<file path="config.mk">
export PLATFORM = sky130hd
export DESIGN_NAME = pid_controller_two_form
export DESIGN_NICKNAME = d
export VERILOG_FILES = /design/src/pctf_pkg.sv /design/src/pid_controller_two_form.sv
export SDC_FILE = /design/constraint.sdc
export NUM_CORES = 2
export LEC_CHECK = 0
export BUFFER_PORTS_ARGS = -buffer_cell sky130_fd_sc_hd__buf_2
export CAP_MARGIN = 30
export CORE_ASPECT_RATIO = 1.2
export CORE_UTILIZATION = 40
export DETAILED_ROUTE_END_ITERATION = 12
export GPL_ROUTABILITY_DRIVEN = 0
export PLACE_DENSITY_LB_ADDON = 0.15
export SYNTH_ARGS = -nofsm -noshare
export SYNTH_HDL_FRONTEND = slang
export SYNTH_SLANG_ARGS = --single-unit
export TNS_END_PERCENT = 100
</file>
<file path="constraint.sdc">
create_clock -name clk -period 11.6 [get_ports clk]
set_input_delay 1.16 -clock clk [delete_from_list [all_inputs] [get_ports clk]]
set_output_delay 1.16 -clock clk [all_outputs]
set_load 0.01 [all_outputs]
</file>
<file path="src/pctf_pkg.sv">
// shared constants and register codes for the two-form pid controller
package pctf_pkg;

	// sample, gain and accumulator sizing
	localparam int SAMPLE_WIDTH   = 16;
	localparam int GAIN_FRAC_BITS = 8;
	localparam int ACC_WIDTH      = 32;
	localparam int GAIN_W         = 16;
	localparam int OUT_W          = 32;
	localparam int LIM_W          = 32;
	localparam int SEP_W          = 17;
	localparam int SEPWIN_W       = 2 * SEP_W;

	// derived datapath widths
	localparam int ERR_W = SAMPLE_WIDTH + 1;
	localparam int INT_W = (ACC_WIDTH > LIM_W) ? ACC_WIDTH : LIM_W;
	localparam int CMP_W = (ERR_W > SEP_W) ? ERR_W : SEP_W;
	localparam int OPP_W = ERR_W + 1;
	localparam int OPD_W = ERR_W + 2;
	localparam int OPI_W = (INT_W > ERR_W) ? INT_W : ERR_W;
	localparam int PRP_W = GAIN_W + OPP_W;
	localparam int PRD_W = GAIN_W + OPD_W;
	localparam int PRI_W = GAIN_W + OPI_W;
	localparam int SCP_W = PRP_W - GAIN_FRAC_BITS;
	localparam int SCD_W = PRD_W - GAIN_FRAC_BITS;
	localparam int SCI_W = PRI_W - GAIN_FRAC_BITS;
	localparam int SUM_W = ((SCI_W > OUT_W) ? SCI_W : OUT_W) + 3;

	// apb port
	localparam int PADDR_W   = 6;
	localparam int PDATA_W   = 64;
	localparam int REG_IDX_W = PADDR_W - 3;

	// register map, 8-byte stride
	typedef enum logic [REG_IDX_W-1:0] {
		REG_GAIN_P        = 3'd0,
		REG_GAIN_I        = 3'd1,
		REG_GAIN_D        = 3'd2,
		REG_SEP_WINDOW    = 3'd3,
		REG_INTEGRAL_LOW  = 3'd4,
		REG_INTEGRAL_HIGH = 3'd5,
		REG_OUTPUT_LOW    = 3'd6,
		REG_OUTPUT_HIGH   = 3'd7
	} reg_idx_t;

	// form select
	localparam logic MODE_POSITIONAL  = 1'b0;
	localparam logic MODE_INCREMENTAL = 1'b1;

endpackage

</file>
<file path="src/pid_controller_two_form.sv">
// two-form pid controller: apb register file and four-stage datapath
// an accepted word passes the operand, product and result registers on to out_valid
// throughput: one word per cycle unless stalled; output_prev loops within the last stage
// stages: input register, error and integral update, three gain multiplies, sum and clamp
// a stall on the output holds every stage; in_ready follows the output register
// reset: arst_n clears the apb registers, state, and valid flags; gain writes clear the state
module pid_controller_two_form
	import pctf_pkg::*;
(
	input  logic                            clk,
	input  logic                            arst_n,
	// apb configuration port
	input  logic                            psel,
	input  logic                            penable,
	input  logic                            pwrite,
	input  logic [PADDR_W-1:0]              paddr,
	input  logic [PDATA_W-1:0]              pwdata,
	output logic [PDATA_W-1:0]              prdata,
	output logic                            pready,
	// input channel
	input  logic                            in_valid,
	output logic                            in_ready,
	input  logic                            mode,
	input  logic signed [SAMPLE_WIDTH-1:0]  setpoint,
	input  logic signed [SAMPLE_WIDTH-1:0]  measured,
	// output channel
	output logic                            out_valid,
	input  logic                            out_ready,
	output logic signed [OUT_W-1:0]         control_value
);

	localparam logic signed [INT_W:0] ACC_MAX =
		(INT_W+1)'((64'sd1 <<< (ACC_WIDTH - 1)) - 64'sd1);
	localparam logic signed [INT_W:0] ACC_MIN = -ACC_MAX - 1;
	localparam logic signed [SUM_W-1:0] OUT_MAX =
		SUM_W'((64'sd1 <<< (OUT_W - 1)) - 64'sd1);
	localparam logic signed [SUM_W-1:0] OUT_MIN = -OUT_MAX - 1;

	// configuration registers
	logic signed [GAIN_W-1:0]  gain_p_q, gain_i_q, gain_d_q;
	logic [SEPWIN_W-1:0]       sep_window_q;
	logic signed [LIM_W-1:0]   integral_low_q, integral_high_q;
	logic signed [LIM_W-1:0]   output_low_q, output_high_q;

	// controller state
	logic signed [INT_W-1:0]   integral_sum_q;
	logic signed [ERR_W-1:0]   error_prev_q, error_older_q;
	logic signed [OUT_W-1:0]   output_prev_q;

	// pipeline
	logic                      adv;
	logic                      vld_s1, vld_s2, vld_s3;
	logic                      mode_s1, mode_s2, mode_s3;
	logic signed [SAMPLE_WIDTH-1:0] setpoint_s1, measured_s1;
	logic signed [OPP_W-1:0]   op_p_s2;
	logic signed [OPI_W-1:0]   op_i_s2;
	logic signed [OPD_W-1:0]   op_d_s2;
	logic                      use_i_s2;
	logic signed [SCP_W-1:0]   sc_p_s3;
	logic signed [SCI_W-1:0]   sc_i_s3;
	logic signed [SCD_W-1:0]   sc_d_s3;
	logic                      out_valid_q;
	logic signed [OUT_W-1:0]   control_value_q;

	// apb decode
	logic      cfg_wr;
	logic      gain_wr;
	reg_idx_t  reg_idx;

	assign pready  = 1'b1;
	assign cfg_wr  = psel & penable & pwrite;
	assign reg_idx = reg_idx_t'(paddr[PADDR_W-1:3]);
	assign gain_wr = cfg_wr &
		(reg_idx == REG_GAIN_P || reg_idx == REG_GAIN_I || reg_idx == REG_GAIN_D);

	// register writes
	always_ff @(posedge clk or negedge arst_n) begin
		if (!arst_n) begin
			gain_p_q        <= '0;
			gain_i_q        <= '0;
			gain_d_q        <= '0;
			sep_window_q    <= '0;
			integral_low_q  <= '0;
			integral_high_q <= '0;
			output_low_q    <= '0;
			output_high_q   <= '0;
		end else if (cfg_wr) begin
			unique case (reg_idx)
				REG_GAIN_P:        gain_p_q        <= pwdata[GAIN_W-1:0];
				REG_GAIN_I:        gain_i_q        <= pwdata[GAIN_W-1:0];
				REG_GAIN_D:        gain_d_q        <= pwdata[GAIN_W-1:0];
				REG_SEP_WINDOW:    sep_window_q    <= pwdata[SEPWIN_W-1:0];
				REG_INTEGRAL_LOW:  integral_low_q  <= pwdata[LIM_W-1:0];
				REG_INTEGRAL_HIGH: integral_high_q <= pwdata[LIM_W-1:0];
				REG_OUTPUT_LOW:    output_low_q    <= pwdata[LIM_W-1:0];
				REG_OUTPUT_HIGH:   output_high_q   <= pwdata[LIM_W-1:0];
			endcase
		end
	end

	// register reads
	always_comb begin
		unique case (reg_idx)
			REG_GAIN_P:        prdata = PDATA_W'($unsigned(gain_p_q));
			REG_GAIN_I:        prdata = PDATA_W'($unsigned(gain_i_q));
			REG_GAIN_D:        prdata = PDATA_W'($unsigned(gain_d_q));
			REG_SEP_WINDOW:    prdata = PDATA_W'(sep_window_q);
			REG_INTEGRAL_LOW:  prdata = PDATA_W'($unsigned(integral_low_q));
			REG_INTEGRAL_HIGH: prdata = PDATA_W'($unsigned(integral_high_q));
			REG_OUTPUT_LOW:    prdata = PDATA_W'($unsigned(output_low_q));
			REG_OUTPUT_HIGH:   prdata = PDATA_W'($unsigned(output_high_q));
		endcase
	end

	// whole pipeline moves when the output register is free or being taken
	assign adv      = !out_valid_q || out_ready;
	assign in_ready = adv;

	// valid flags
	always_ff @(posedge clk or negedge arst_n) begin
		if (!arst_n) begin
			vld_s1      <= 1'b0;
			vld_s2      <= 1'b0;
			vld_s3      <= 1'b0;
			out_valid_q <= 1'b0;
		end else if (adv) begin
			vld_s1      <= in_valid;
			vld_s2      <= vld_s1;
			vld_s3      <= vld_s2;
			out_valid_q <= vld_s3;
		end
	end

	// input register
	always_ff @(posedge clk) begin
		if (adv) begin
			mode_s1     <= mode;
			setpoint_s1 <= setpoint;
			measured_s1 <= measured;
		end
	end

	// stage 1: error, separation window, integral update
	logic signed [ERR_W-1:0]   err;
	logic signed [CMP_W-1:0]   err_c, sep_lo_c, sep_hi_c;
	logic                      use_i;
	logic signed [INT_W:0]     int_raw, int_sat, int_lo_c, int_hi_c;
	logic signed [INT_W-1:0]   int_nxt;

	always_comb begin
		err      = ERR_W'(setpoint_s1) - ERR_W'(measured_s1);
		err_c    = CMP_W'(err);
		sep_lo_c = CMP_W'($signed(sep_window_q[SEP_W-1:0]));
		sep_hi_c = CMP_W'($signed(sep_window_q[SEPWIN_W-1:SEP_W]));
		use_i    = 1'b1;
		if ((sep_lo_c != '0 && err_c < 0 && err_c < sep_lo_c) ||
		    (sep_hi_c != '0 && err_c > 0 && err_c > sep_hi_c)) begin
			use_i = 1'b0;
		end

		// saturating add, then low clamp with priority over high clamp
		int_raw  = (INT_W+1)'(integral_sum_q) + (INT_W+1)'(err);
		int_lo_c = (INT_W+1)'(integral_low_q);
		int_hi_c = (INT_W+1)'(integral_high_q);
		if (int_raw > ACC_MAX) begin
			int_sat = ACC_MAX;
		end else if (int_raw < ACC_MIN) begin
			int_sat = ACC_MIN;
		end else begin
			int_sat = int_raw;
		end
		priority if (integral_low_q != '0 && int_sat < int_lo_c) begin
			int_nxt = INT_W'(integral_low_q);
		end else if (integral_high_q != '0 && int_sat > int_hi_c) begin
			int_nxt = INT_W'(integral_high_q);
		end else begin
			int_nxt = int_sat[INT_W-1:0];
		end
	end

	// integral and error history
	always_ff @(posedge clk or negedge arst_n) begin
		if (!arst_n) begin
			integral_sum_q <= '0;
			error_prev_q   <= '0;
			error_older_q  <= '0;
		end else if (gain_wr) begin
			integral_sum_q <= '0;
			error_prev_q   <= '0;
			error_older_q  <= '0;
		end else if (adv && vld_s1) begin
			if (mode_s1 == MODE_POSITIONAL) begin
				integral_sum_q <= int_nxt;
				error_older_q  <= err;
			end else begin
				error_older_q  <= error_prev_q;
				error_prev_q   <= err;
			end
		end
	end

	// multiplier operands for both forms
	always_ff @(posedge clk) begin
		if (adv) begin
			mode_s2 <= mode_s1;
			if (mode_s1 == MODE_INCREMENTAL) begin
				op_p_s2  <= OPP_W'(err) - OPP_W'(error_prev_q);
				op_i_s2  <= OPI_W'(err);
				// err + older - twice prev
				op_d_s2  <= OPD_W'(err) + OPD_W'(error_older_q) - (OPD_W'(error_prev_q) <<< 1);
				use_i_s2 <= 1'b1;
			end else begin
				op_p_s2  <= OPP_W'(err);
				op_i_s2  <= OPI_W'(int_nxt);
				op_d_s2  <= OPD_W'(err) - OPD_W'(error_older_q);
				use_i_s2 <= use_i;
			end
		end
	end

	// stage 2: gain products, arithmetic shift gives floor
	logic signed [PRP_W-1:0] prod_p;
	logic signed [PRI_W-1:0] prod_i;
	logic signed [PRD_W-1:0] prod_d;

	assign prod_p = gain_p_q * op_p_s2;
	assign prod_i = gain_i_q * op_i_s2;
	assign prod_d = gain_d_q * op_d_s2;

	always_ff @(posedge clk) begin
		if (adv) begin
			mode_s3 <= mode_s2;
			sc_p_s3 <= prod_p[PRP_W-1:GAIN_FRAC_BITS];
			sc_d_s3 <= prod_d[PRD_W-1:GAIN_FRAC_BITS];
			sc_i_s3 <= use_i_s2 ? prod_i[PRI_W-1:GAIN_FRAC_BITS] : '0;
		end
	end

	// stage 3: sum, saturate, output clamps
	logic signed [SUM_W-1:0] sum;
	logic signed [OUT_W-1:0] res_sat, res_clamp;

	always_comb begin
		sum = SUM_W'(sc_p_s3) + SUM_W'(sc_i_s3) + SUM_W'(sc_d_s3);
		if (mode_s3 == MODE_INCREMENTAL) begin
			sum = sum + SUM_W'(output_prev_q);
		end
		if (sum > OUT_MAX) begin
			res_sat = OUT_MAX[OUT_W-1:0];
		end else if (sum < OUT_MIN) begin
			res_sat = OUT_MIN[OUT_W-1:0];
		end else begin
			res_sat = sum[OUT_W-1:0];
		end
		res_clamp = res_sat;
		if (output_low_q != '0 && res_clamp < output_low_q) begin
			res_clamp = output_low_q;
		end
		if (output_high_q != '0 && res_clamp > output_high_q) begin
			res_clamp = output_high_q;
		end
	end

	// unclamped incremental output feedback
	always_ff @(posedge clk or negedge arst_n) begin
		if (!arst_n) begin
			output_prev_q <= '0;
		end else if (gain_wr) begin
			output_prev_q <= '0;
		end else if (adv && vld_s3 && mode_s3 == MODE_INCREMENTAL) begin
			output_prev_q <= res_sat;
		end
	end

	// result register
	always_ff @(posedge clk) begin
		if (adv) begin
			control_value_q <= res_clamp;
		end
	end

	assign out_valid     = out_valid_q;
	assign control_value = control_value_q;

endmodule

</file>
; Word-level counts from Yosys, hierarchy flattened
; Index checks and enable logic that the tools add are counted.
[totals]
register_bits = 542
out_inout_bits = 99
[classes]
add_sub_neg = 9
mul = 3
n_lt_le_gt_ge = 12
eq_ne = 8
n_mux = 25
bitwise = 3
reduce_logical = 36
[op_table]
columns = operator, count
row1 = 64-bit case mux with 8 select lines, 1
row2 = 32-bit 2-to-1 mux, 12
row3 = 32-bit nonzero test, 4
row4 = 17-bit 2-to-1 mux, 6
row5 = 33-bit 2-to-1 mux, 2
row6 = 16-bit by 32-bit multiplier with 48-bit output, 1
row7 = 42-bit by 32-bit adder with 43-bit output, 1
row8 = 43-bit by 32-bit greater-than comparator with 1-bit output (second input constant), 1
row9 = 43-bit by 32-bit < comparator with 1-bit output (second input constant), 1
row10 = 43-bit 2-to-1 mux, 1
row11 = 41-bit by 27-bit adder with 42-bit output, 1
row12 = 26-bit by 40-bit adder with 41-bit output, 1
row13 = 17-bit by 17-bit subtractor with 18-bit output, 2
row14 = 16-bit by 19-bit multiplier with 35-bit output, 1
row15 = 16-bit by 18-bit multiplier with 34-bit output, 1
row16 = 17-bit nonzero test, 2
row17 = 32-bit by 17-bit adder with 33-bit output, 1
row18 = 33-bit by 32-bit greater-than comparator with 1-bit output, 1
row19 = 33-bit by 32-bit greater-than comparator with 1-bit output (second input constant), 1
row20 = 33-bit by 32-bit < comparator with 1-bit output, 1
row21 = 33-bit by 32-bit < comparator with 1-bit output (second input constant), 1
row22 = 32-bit greater-than comparator, 1
row23 = 32-bit < comparator, 1
row24 = 2-bit AND reduction, 10
row25 = 20 further kinds, 41

; Longest topological paths before layout
[depth]
word_depth = 13
depth_mapped = 60
depth_no_buf = 54

; Least setup slack after synthesis
; Ideal clock, no wire load.
[synth_timing]
kind = register to register
startpoint = reg sc_p_s3[25]
endpoint = reg control_value_q[10], in the netlist control_value[10] (data pin)
setup_ps = 260
t_arrival_ps = 11538
t_required_ps = 11340
path_slack_ps = -197
stages_incl_launch_ff = 54
cell_sequence = edfxtp_1 > inv_1 > fa_1 > inv_1 > ha_1 > clkbuf_1 > a21o_1 > a21oi_1 > nor2_1 > nor2_1 > mux2_2 > a311oi_2 > ha_1 > nand2_2 > or3_1 > or3b_1 > o32a_1 > a21o_1 > [18 not listed] > o41ai_2 > nor3b_2 > buf_4 > mux2_1 > ha_1 > nor2b_1 > o21a_1 > o21a_1 > o21a_1 > o21a_1 > o21a_1 > o21a_1 > o21a_1 > o31ai_1 > nand3_1 > nand3b_1 > clkbuf_1 > mux2_2
[synth_via]
elab_chain_cells = 13
word_cells_on_any_way = 14
classes_between = add/sub: 3 / order compare: 4 / mux: 5 / reduce/logical: 2
[synth_rtl]
columns = element, line_no
row1 = from (decl), pid_controller_two_form.sv:59  ; logic signed [SCP_W-1:0] sc_p_s3;
row2 = from (signal assigned), pid_controller_two_form.sv:233  ; sc_p_s3 <= prod_p[PRP_W-1:GAIN_FRAC_BITS];
row3 = 26-bit by 40-bit adder with 41-bit output (*), pid_controller_two_form.sv:244  ; sum = SUM_W'(sc_p_s3) + SUM_W'(sc_i_s3) + SUM_W'(sc_d_s3);
row4 = 41-bit by 27-bit adder with 42-bit output (*), pid_controller_two_form.sv:244
row5 = 42-bit by 32-bit adder with 43-bit output, pid_controller_two_form.sv:246  ; sum = sum + SUM_W'(output_prev_q);
row6 = 43-bit 2-to-1 mux (*), pid_controller_two_form.sv:245  ; if (mode_s3 == MODE_INCREMENTAL) begin
row7 = 43-bit by 32-bit < comparator with 1-bit output, pid_controller_two_form.sv:250  ; end else if (sum < OUT_MIN) begin
row8 = 32-bit 2-to-1 mux, pid_controller_two_form.sv:250
row9 = 32-bit 2-to-1 mux (*), pid_controller_two_form.sv:248  ; if (sum > OUT_MAX) begin
row10 = 32-bit < comparator, pid_controller_two_form.sv:256  ; if (output_low_q != '0 && res_clamp < output_low_q) begin
row11 = 1-bit logical AND, pid_controller_two_form.sv:256
row12 = 32-bit 2-to-1 mux (*), pid_controller_two_form.sv:256
row13 = 32-bit greater-than comparator, pid_controller_two_form.sv:259  ; if (output_high_q != '0 && res_clamp > output_high_q) begin
row14 = 1-bit logical AND, pid_controller_two_form.sv:259
row15 = 32-bit 2-to-1 mux (*), pid_controller_two_form.sv:259
row16 = net res_clamp[10], pid_controller_two_form.sv:241  ; logic signed [OUT_W-1:0] res_sat, res_clamp;
row17 = to (signal assigned), pid_controller_two_form.sv:278  ; control_value_q <= res_clamp;
row18 = to (decl), pid_controller_two_form.sv:63  ; logic signed [OUT_W-1:0] control_value_q;
; Mark *: on every way through the listed nets, which the timed path passes. The rest lies on a longest branch.
; A chain may end at the register's enable or synchronous reset.

; Worst setup path after layout
[layout_timing]
startpoint = reg sc_p_s3[1]
endpoint = reg control_value_q[5], in the netlist control_value[5] (data pin)
; Same word-level chain as after synthesis.

==> summary.txt <==
Setup path
  – CP bufs+invs: 11
  – Required time of the critical path: 12010 ps
  – Family with the most delay on the worst path: compound AO/OA/AOI/OAI gates
  – Crit Path Max Fanout: 8
  – Critical Path Source Type: register
  – Critical path class: register to register
  – Cell mode on critical path: o21a_1
  – Worst setup EP type: register
  – Crit-path slowest cell: a2111o_1
  – Worst EP arrival: 11940 ps
  – CP max stage delay: 450 ps

Clock tree
  – Worst-path clk slew: 60 ps
  – CTS Buf Count: 71
  – Hold bufs inserted after CTS: 0
  – Clk Latency, worst-skew pair: 670 ps
  – Clk root buf: clkbuf_16
  – CTS Sinks: 542
  – H-tree levels: 3
  – Clk buf depth: 3
  – CTS tree: built

Layout
  – Layout Nets: 10570
  – Layout area overhead: 12.05%
  – Multi-input gate area: 56000 µm²
  – Post-route cell area: 86320 µm²
  – Filler cells: 18620
  – Final core utilization: 45.06%
  – Ratio of cells with drive above 1 in the final layout: 11.48%
  – Sequential Area: 14720 µm²

Floorplan
  – IO Pins: 209
  – Core area: 191600 µm²
  – DIE AREA: 194400 µm²
  – Initial Util: 40.21%
  – Row cnt: 176
  – Die width: 402.6 µm
  – Chip height: 482.7 µm

Timing
  – Final Setup Violations: 0
  – Final hold violations: 0
  – Slew @ Worst Pin: 1094 ps
  – Hold slack: 420.5 ps
  – RSZ-0062 raised after global routing: yes
  – Rel. slew slack: 26.32%
  – Tcrit/Tclk final: 99.37%
  – FMAX: 86.76 MHz
  – Slew Viols, Final: 0
  – Tmin final: 11530 ps
  – Clk_skew: 37.97 ps

Global routing
  – Grt ovf: 0
  – First-pass GRT wire length: 400.8 mm
  – Gr busiest metal: met2
  – Met2 capacity usage during global routing: 43.15%
  – Vias in the first global route: 63420
  – GR Util All Layers: 27.69%
  – Pin count of the biggest net entering global routing: 82
  – Initial antenna violation count: 32
  – Met3 GRT Util: 4.533%
  – Met1 usage: 38.04%

Detailed routing
  – Initial drt markers: 4908
  – First drt pass iteration count: 6
  – Vias: 61680
  – Antenna Violating Nets Remaining: 0
  – Wire length per cell: 23.76 µm
  – DRC: 0
  – Final wirelength: 267.2 mm
  – Routed vias/inst: 5.483

Yosys
  – Synth Area in Simple Gates: 14.69%
  – Largest family of logic cells by synthesized area: adder cells
  – Ranking of synthesized cells by area: fa_1, dfrtp_1, ha_1
  – Yosys top cell by area: fa_1
  – Syn Area/Cell: 9.203 µm²
  – Synth cell types: 104
  – XOR/XNOR share of the synthesized area: 2.626%
  – Register area share after synthesis: 19.10%
  – Syn Inst Count: 8371
  – Fraction of registers with async set/reset: 57.56%
  – Synth top area share: 29.63%
  – Mapped Area: 77040 µm²
  – Seq cells post-synth: 542
  – Top_reg_cell synth: dfrtp_1
  – Syn. warnings: 0
  – Count leader, synth: inv_1
  – Synth Area in Compound Gates: 11.30%
  – Number of flops mapped to enable cells by yosys: 230
  – Adder-cell share of the synthesized area: 39.74%
  – Mux contribution to synthesized area: 3.102%
  – Commonest cells post-synth: inv_1, fa_1, nand2_1

Flow run
  – Max-Cap Viols: 0

Place
  – Placed wire-length estimate: 212.7 mm
  – Cell area after placement: 82790 µm²
  – Port bufs: 144

Run status
  – Outcome: completed

Worst hold path
  – Hold crit path type: register to register
## timing repair
action                                  CTS  global route
cloned                                    0             0
endpoints found under the setup margin   32            33
resized for setup                        38           118
buffers inserted                          8            27
pin swaps                                17            79
## metal layers
layer,wire length (µm),up-vias,share of wire [%]
met2,118600,2283,44
met5,69,-,0.026
met1,114800,31310,43
met3,21030,483,7.9
li1,-,27600,-
met4,12810,10,4.8
## path summary, 6_finish.rpt
check / start / end / slack, ps / cells past startpoint
worst min register to register: mode_s2 / mode_s3 / 420 / 0
max in group asynchronous: arst_n / integral_sum_q[21] / 8900 / 3
worst max register to register: sc_p_s3[1] / control_value[5] / 70 / 54
worst min-delay path: mode_s2 / mode_s3 / 420 / 0
min in group asynchronous: arst_n / integral_sum_q[6] / 480 / 1
worst max-delay path: sc_p_s3[1] / control_value[5] / 70 / 54
## kinds of logic (layout without fill, tap and decap cells)
logic type | count (synthesis) | count (layout)
buffers and inverters | 1889 | 2238
other | 2 | 39
adder cells (fa/ha/maj) | 1763 | 1763
AND/OR/NAND/NOR | 2381 | 2381
AO/OA/AOI/OAI | 1346 | 1346
flip-flops | 542 | 542
multiplexers | 217 | 217
XOR/XNOR | 231 | 231
## sequential cells by signal, summed over array words and instances, names as in the netlist, 18 cells and up
register,count
sep_window_q,34
output_prev_q,32
op_p_s2,18
op_i_s2,32
sc_i_s3,40
op_d_s2,19
integral_low_q,32
integral_high_q,32
control_value,32
sc_p_s3,26
sc_d_s3,27
output_high_q,32
output_low_q,32
integral_sum_q,32
## layout by cell type, fill, tap and decap left out, drive strengths merged, types with 172 or more instances in the layout
cell	instances
and2	423
edfxtp	230
ha	623
fa	1140
dfrtp	312
o21ai	388
buf	619
nor2	345
nand2	1050
a21oi	307
inv	1492
xnor2	172
## stage by stage
step	setup WS [ps]	TNS [ps]	std cells
floorplan	33.43	0	8400
global placement	-302.5	-8295	11070
detailed placement	-257.9	-6620	11070
CTS	3.632	0	11210
global route	-337.6	-9036	11240
finish	73.63	0	11250
## worst reg2reg max path, delay by kind of cell (launching register included)
kind / cells / cell delay, ps
fa+ha+maj: 6 / 1730
xor+xnor: 2 / 550
simple gates: 11 / 2290
flops: 1 / 400
buf+inv: 11 / 1420
mux: 1 / 210
compound gates: 23 / 4660
## final cells by class
cell class / count / share of cell area, %
Timing Repair Buffer: 620 / 5.198
Antenna cell: 8 / 0.02319
Tap cell: 2492 / 3.612
Inverter: 1489 / 6.475
Sequential cell: 542 / 17.05
Multi-Input combinational cell: 5969 / 64.87
Clock buffer: 88 / 2.263
Clock inverter: 41 / 0.5044
Power is not shown: default switching activity piles up to over one toggle a cycle in this logic, so the estimate is an artifact.
